### src/design/kfs_pkg.sv
// Shared constants and types for the key frequency statistics block.
package kfs_pkg;

	localparam int unsigned TABLE_DEPTH_DEF = 256;
	localparam int unsigned KEY_BITS_DEF    = 64;
	localparam int unsigned COUNT_BITS_DEF  = 24;

	localparam int unsigned USER_KEY_W  = 64;
	localparam int unsigned COUNT_W     = 24;
	localparam int unsigned MEAN_W      = 32;
	localparam int unsigned DISTINCT_W  = 9;
	localparam int unsigned FRAC_BITS   = 8;

	// One queued record after the front end has masked the key.
	typedef struct packed {
		logic [USER_KEY_W-1:0] key;
		logic                  last;
	} item_t;

	// Handshake between the front queue and the back sequencer.
	typedef struct packed {
		logic  valid;
		item_t item;
	} queue_head_t;

endpackage

### src/design/kfs_if.sv
// Channel interfaces for records in and statistics out.
interface kfs_in_if;
	logic                          valid;
	logic                          ready;
	logic [kfs_pkg::USER_KEY_W-1:0] user_key;
	logic                          last_item;

	modport source (output valid, output user_key, output last_item, input ready);
	modport sink (input valid, input user_key, input last_item, output ready);
endinterface


### src/design/kfs_front.sv
// Front end: accepts records, masks the key and holds them in a two-word queue.
module kfs_front #(
	parameter int unsigned KEY_BITS = kfs_pkg::KEY_BITS_DEF
) (
	input  logic                 clk,
	input  logic                 arst_n,
	kfs_in_if.sink               in_ch,
	output kfs_pkg::queue_head_t head,
	input  logic                 pop
);
	localparam logic [kfs_pkg::USER_KEY_W-1:0] KeyMask =
		{kfs_pkg::USER_KEY_W{1'b1}} >> (kfs_pkg::USER_KEY_W - KEY_BITS);

	kfs_pkg::item_t slot_q [2];
	logic           wr_ptr_q;
	logic           rd_ptr_q;
	logic [1:0]     fill_q;
	logic           push;
	logic           do_pop;

	assign in_ch.ready = (fill_q != 2'd2);
	assign push        = in_ch.valid && in_ch.ready;
	assign do_pop      = pop && (fill_q != 2'd0);
	assign head.valid  = (fill_q != 2'd0);
	assign head.item   = slot_q[rd_ptr_q];

	always_ff @(posedge clk or negedge arst_n) begin
		if (!arst_n) begin
			wr_ptr_q <= 1'b0;
			rd_ptr_q <= 1'b0;
			fill_q   <= 2'd0;
		end else begin
			if (push) wr_ptr_q <= ~wr_ptr_q;
			if (do_pop) rd_ptr_q <= ~rd_ptr_q;
			if (push && !do_pop) fill_q <= fill_q + 2'd1;
			else if (!push && do_pop) fill_q <= fill_q - 2'd1;
		end
	end

	always_ff @(posedge clk) begin
		if (push) begin
			slot_q[wr_ptr_q].key  <= in_ch.user_key & KeyMask;
			slot_q[wr_ptr_q].last <= in_ch.last_item;
		end
	end
endmodule

### src/flat_wrapper.sv
// flat-port wrapper written by rule: the top's interface ports become plain ports
module kfs_front_flat 
#(
	parameter int unsigned KEY_BITS = kfs_pkg::KEY_BITS_DEF
)
  (clk, arst_n, head, pop, in_ch_valid, in_ch_user_key, in_ch_last_item, in_ch_ready);
  kfs_in_if in_ch_i ();
  input  logic clk;
  input  logic arst_n;
  output kfs_pkg::queue_head_t head;
  input  logic pop;
  input wire logic [$bits(in_ch_i.valid)-1:0] in_ch_valid;
  input wire logic [$bits(in_ch_i.user_key)-1:0] in_ch_user_key;
  input wire logic [$bits(in_ch_i.last_item)-1:0] in_ch_last_item;
  output wire logic [$bits(in_ch_i.ready)-1:0] in_ch_ready;
  assign in_ch_i.valid = in_ch_valid;
  assign in_ch_i.user_key = in_ch_user_key;
  assign in_ch_i.last_item = in_ch_last_item;
  assign in_ch_ready = in_ch_i.ready;
  kfs_front #(.KEY_BITS(KEY_BITS)) u_core (.clk(clk), .arst_n(arst_n), .in_ch(in_ch_i), .head(head), .pop(pop));
endmodule
### config.mk
export PLATFORM = sky130hd
export DESIGN_NAME = kfs_front_flat
export DESIGN_NICKNAME = d
export VERILOG_FILES = /design/src/design/kfs_pkg.sv /design/src/design/kfs_if.sv /design/src/design/kfs_front.sv /design/src/flat_wrapper.sv
export SDC_FILE = /design/constraint.sdc
export NUM_CORES = 1
export LEC_CHECK = 0
export ABC_AREA = 1
export BUFFER_PORTS_ARGS = -buffer_cell sky130_fd_sc_hd__buf_2
export CORE_ASPECT_RATIO = 1.75
export CORE_MARGIN = 2
export CORE_UTILIZATION = 30
export DETAILED_ROUTE_END_ITERATION = 7
export PLACE_DENSITY = 0.6
export SLEW_MARGIN = 25
export SYNTH_ARGS = -nofsm -noshare
export SYNTH_HDL_FRONTEND = slang
export SYNTH_SLANG_ARGS = --single-unit
### constraint.sdc
create_clock -name clk -period 5.1 [get_ports clk]
set_input_delay 0.255 -clock clk [delete_from_list [all_inputs] [get_ports clk]]
set_output_delay 0.255 -clock clk [all_outputs]
set_load 0.005 [all_outputs]
* Yosys cells after proc, flatten, opt, wreduce, memory -nomap -nowiden
Memory sizes are Yosys's and may differ from the RTL's.
Cells that the tools add are included.
** Word-level totals
- Register bits after elaboration :: 4
- Memories kept :: 1
- Logic and storage cells :: 21
- RAM bits :: 130
** Memory list
- u_core.slot_q :: words 2, bits a word 65, read ports 1, clocked after memory_dff 0, wr ports 1, RTL line kfs_front.sv:14 : kfs_pkg::item_t slot_q [2];
** Cells by class
- Mux-type cells :: 4
- Add/sub/neg operators :: 2
- Equality and inequality tests :: 1
- Reduce and logical (&&, ||, !) cells :: 8
- Bitwise operators :: 2
** Operators with widths (number)
- $logic_and A1 B1 Y1 :: 4
- $mux W2 :: 2
- $reduce_bool A2 Y1 :: 2
- $add A2 B1 Y2 const B :: 1
- $logic_not A1 Y1 :: 2
- $mux W1 :: 2
- $ne A2 B2 Y1 const B :: 1
- $not A1 Y1 :: 2
- $sub A2 B1 Y2 const B :: 1

* Depth between registers and ports, before layout
- Word-level depth :: 6
- Mapped depth :: 10
- Depth with buffers taken out :: 10

* Worst setup path after synthesis
OpenSTA, ideal clock, no wires.
- Kind :: reg-to-reg
- Start :: register u_core.fill_q[0]
- End :: memory u_core.slot_q[0][0] in the netlist's numbering, enable pin
- Path buffers :: 0
- Arrival time :: 3.343 ns
- Cell stages (with the launch flop) :: 5
- Data required time :: 4.612 ns
- Path slack :: 1.268 ns
- Path through :: dfrtp_1 > inv_1 > nand2_1 > nand2_1 > nor2_1
** On the way
- Word-level cells in the longest chain between the ends :: 4
** RTL lines
- from (decl) :: RTL line kfs_front.sv:17 : logic [1:0] fill_q;
- from (signal assigned) :: RTL line kfs_front.sv:35 : if (push && !do_pop) fill_q <= fill_q + 2'd1;
- from (signal assigned) :: RTL line kfs_front.sv:36 : else if (!push && do_pop) fill_q <= fill_q - 2'd1;
- $ne A2 B2 Y1 :: RTL line kfs_front.sv:21 : assign in_ch.ready = (fill_q != 2'd2);
- via in_ch_ready :: RTL line flat_wrapper.sv:15 : output wire logic [$bits(in_ch_i.ready)-1:0] in_ch_ready;
- $logic_and A1 B1 Y1 :: RTL line kfs_front.sv:22 : assign push = in_ch.valid && in_ch.ready;
- $mux W1 :: RTL line kfs_front.sv:41 : if (push) begin
- $mux W1 (implied by the code) :: RTL line kfs_front.sv:43 : slot_q[wr_ptr_q].last <= in_ch.last_item;
- to (decl) :: RTL line kfs_front.sv:14
The timed path passes the listed nets, and every way through them passes these cells.

==> metrics.yaml <==
status: "completed"
max-clock-path-buffers: 2
placeableCoreArea_um2: 16300
reported_max_cap_violation_count: 0
rsz0062_at_grt: "false"
routability_driven_placement_congestion_ratio: 0.759
timing.hold.worst_path_depth: 1
internal_power_of_the_cells_mw: 2.69
design.portCount: 136
synth.most_common_cell: "nand2_1"
crit_required_ns: 4.85
first_pass_iters: 6
arrival_ns: 2.22
timing.hold.worst.start: "in_ch_user_key[16]"
fp.dieW_um: 101
critical_path_class: "register to output pin"
finalMaxSlewViolations: 0
worst_setup_path_end_kind: "output pin"
dp_slack_ns: 2.56
clkTransAtPathRegs_ns: 0.06
area_delta_synth_final_pct: 30.6
sequential_element_share_of_the_synthesized_area_pct: 81.1
setup.worst_path.start_class: "register"
cts.repair.resized: 0
crit_buf_inv: 3
remaining_drc_errors: 0
synth_seq_cells: 134
synth-simple-area-share_pct: 16.1
sw_frac_of_total_pct: 30.5
cts.repair_timing.setup_buffer_count: 0
path_common_cell: "nand2_1"
power.clock.fraction_pct: 33.0
postRouteAntennaNets: 0
antennaDiodeCount: 0
layout_cells_excl_fill: 717
drt_wl_total_mm: 10.3
fp.dieArea_um2: 17500
r2r_end: "u_core.slot_q[0][14]$_DFFE_PP_"
h_tree_levels: 4
setup_viol: 0
r2r_setup_slack_ns: 2.64
placed_cells: 684
vdd_drop_max_uv: 264
grt_pass1_wl_mm: 16.4
yosys.area_share.xor_xnor_pct: 0.355
adder_cell_area_share_of_the_yosys_netlist_pct: 0.253
post-layout-total-power_mw: 3.87
synth_common_cells: "205 x nand2_1, 130 x edfxtp_1, 9 x buf_2, 6 x inv_1, 5 x buf_4"
highest_fanout_seen_on_the_critical_path: 67
die_y_um: 174
combPwrFrac_pct: 26.4
report.final.hold_viol_count: 0
fin_crit_sh_pct: 48.6
yosysWarningCount: 0
power_switching_mw: 1.18
fin_ws_ns: 2.62
syn-instance-count: 368
vias: 3093
drt-vias-per-instance: 4.31
slowest_stage: "buf_4"
initial_utilization_pct: 30.3
fraction_of_registers_with_async_set_reset_pct: 2.99
fin_setup_tns_ns: 0
max-slew-margin-rel_pct: 37.6
whs_endpoint: "u_core.slot_q[0][17]$_DFFE_PP_"
finish.net_count: 582
placementRows: 62
yosys.area.top_type: "edfxtp_1"
number_of_antenna_violations_at_the_first_check_in_global_routing: 2
first_global_vias: 3307
root_buffer: "clkbuf_16"
period_minus_slack_ns: 2.48
gr-total-overflow: 0
syn_avg_cell_area_um2: 13.4
worst_clock_skew_ns: 0.0115
synth_enable_flop_cells: 130
reg2reg_depth: 5
grt_usage_pct: 12.3
maximum_number_of_pins_on_one_net_before_global_route_repair: 68
critical_path.cell_chain: "buf_4, inv_4, nand2_1, nand2_1, buf_2"
min-delay-path-class: "input pin to register"
timing.critical_path.slowest_cell_delay_ns: 0.59
wire_length_per_cell_um: 14.3
synth_top_family_by_area: "simple AND/OR/NAND/NOR gates"
clk-insertion-delay-late_ns: 0.40
worst_r2r_startpoint: "u_core.fill_q[0]$_DFFE_PN0P_"
path_delay_family: "buffers and inverters"
final_layout_size_suffix_gt1_share_pct: 33.0
synthMuxAreaShare_pct: 0
post_synth_main_area_contributors: "edfxtp_1 79%, nand2_1 16%, dfrtp_1 2.0%, buf_2 0.91%, buf_4 0.76%"
portBuffers: 135
tritoncts_clock_tree: "done"
fmax_ghz: 0.404
dp_hpwl_mm: 6.56
clock_sinks: 134
synthesis.nets: 438
cts-hold-fix-buffers: 1
syn-cell-area_um2: 4940
initialDrtViolationCount: 124
worst-slew-pin-transition_ns: 0.933
synth-compound-area-share_pct: 0
postSynth.topFlopCell: "edfxtp_1"
synth_cell_types: 13
leakage_nw: 2.78
power.sequential.fraction_pct: 40.5
post-synth-top-area-fraction_pct: 79.1
pwr_density_cell_nw_per_um2: 599
utilization_after_layout_pct: 39.6
numCtsBuffers: 17
## power by group through the flow
stage,clock (mW),combinational [mW],sequential [mW]
floorplan,0,0.585,1.60
global placement,0,1.04,1.58
detailed placement,0,1.05,1.59
CTS,1.32,1.06,1.57
global route,1.37,1.16,1.59
finish,1.28,1.02,1.57
## flip-flops by register name, summed over array words and instances, names as in the netlist
name / cells
u_core.slot_q: 130
u_core.fill_q: 2
u_core.wr_ptr_q: 1
u_core.rd_ptr_q: 1
## worst max path at each step
stage / start / end / slack, ns / cells after the start
2_1_floorplan: u_core.fill_q[0]$_DFFE_PN0P_ / u_core.slot_q[0][0]$_DFFE_PP_ / 1.27 / 4
3_3_place_gp: u_core.fill_q[0]$_DFFE_PN0P_ / u_core.slot_q[0][25]$_DFFE_PP_ / 2.67 / 5
3_5_place_dp: u_core.fill_q[0]$_DFFE_PN0P_ / u_core.slot_q[0][26]$_DFFE_PP_ / 2.56 / 5
4_1_cts: u_core.rd_ptr_q$_DFFE_PN0P_ / head[18] / 2.56 / 5
5_1_grt: u_core.fill_q[0]$_DFFE_PN0P_ / u_core.slot_q[0][12]$_DFFE_PP_ / 2.43 / 5
6_report: u_core.rd_ptr_q$_DFFE_PN0P_ / head[53] / 2.62 / 5
## cells by family after synthesis
kind of cell | after synthesis
adder cells (fa/ha/maj) | 1
XOR/XNOR | 2
buffers and inverters | 21
AND/OR/NAND/NOR | 210
flip-flops | 134
## stage by stage
stage          instance area [um^2]  hold slack (ns)
3_5_place_dp                   5810           0.0661
2_1_floorplan                  4940          -0.0406
5_1_grt                        6450           0.0178
3_3_place_gp                   5810           0.0643
4_1_cts                        6450           0.0181
6_report                       6450           0.0448
## cells in the final DEF (no fill, tap or decap), types with 3 or more instances in the layout
cell type  Yosys  routed
clkbuf_16      0      17
clkinv_4       0       3
inv_6          0       4
dfrtp_1        4       3
bufinv_16      0       4
inv_1          6       6
nand2_1      205     205
buf_4          5       3
edfxtp_1     130     130
buf_2          9     135
## cell type report
type | count | area [um^2]
clock buffers | 18 | 429
clock inverters | 14 | 199
fillers | 1572 | 9840
inverters | 7 | 28.8
multi-input cells | 213 | 838
flip-flops and latches | 134 | 4010
well taps | 192 | 240
repair buffers | 139 | 708
## routing by layer
layer	wire (um)	part of all wire (%)	global-route usage, %	vias up
li1	-	-	-	1525
met1	3830	37	12.6	1456
met2	5690	55	22.5	86
met3	443	4.3	3.02	22
met4	269	2.6	6.14	4
met5	24	0.23	0	-
No activity file was read; power rests on OpenSTA's default activity.
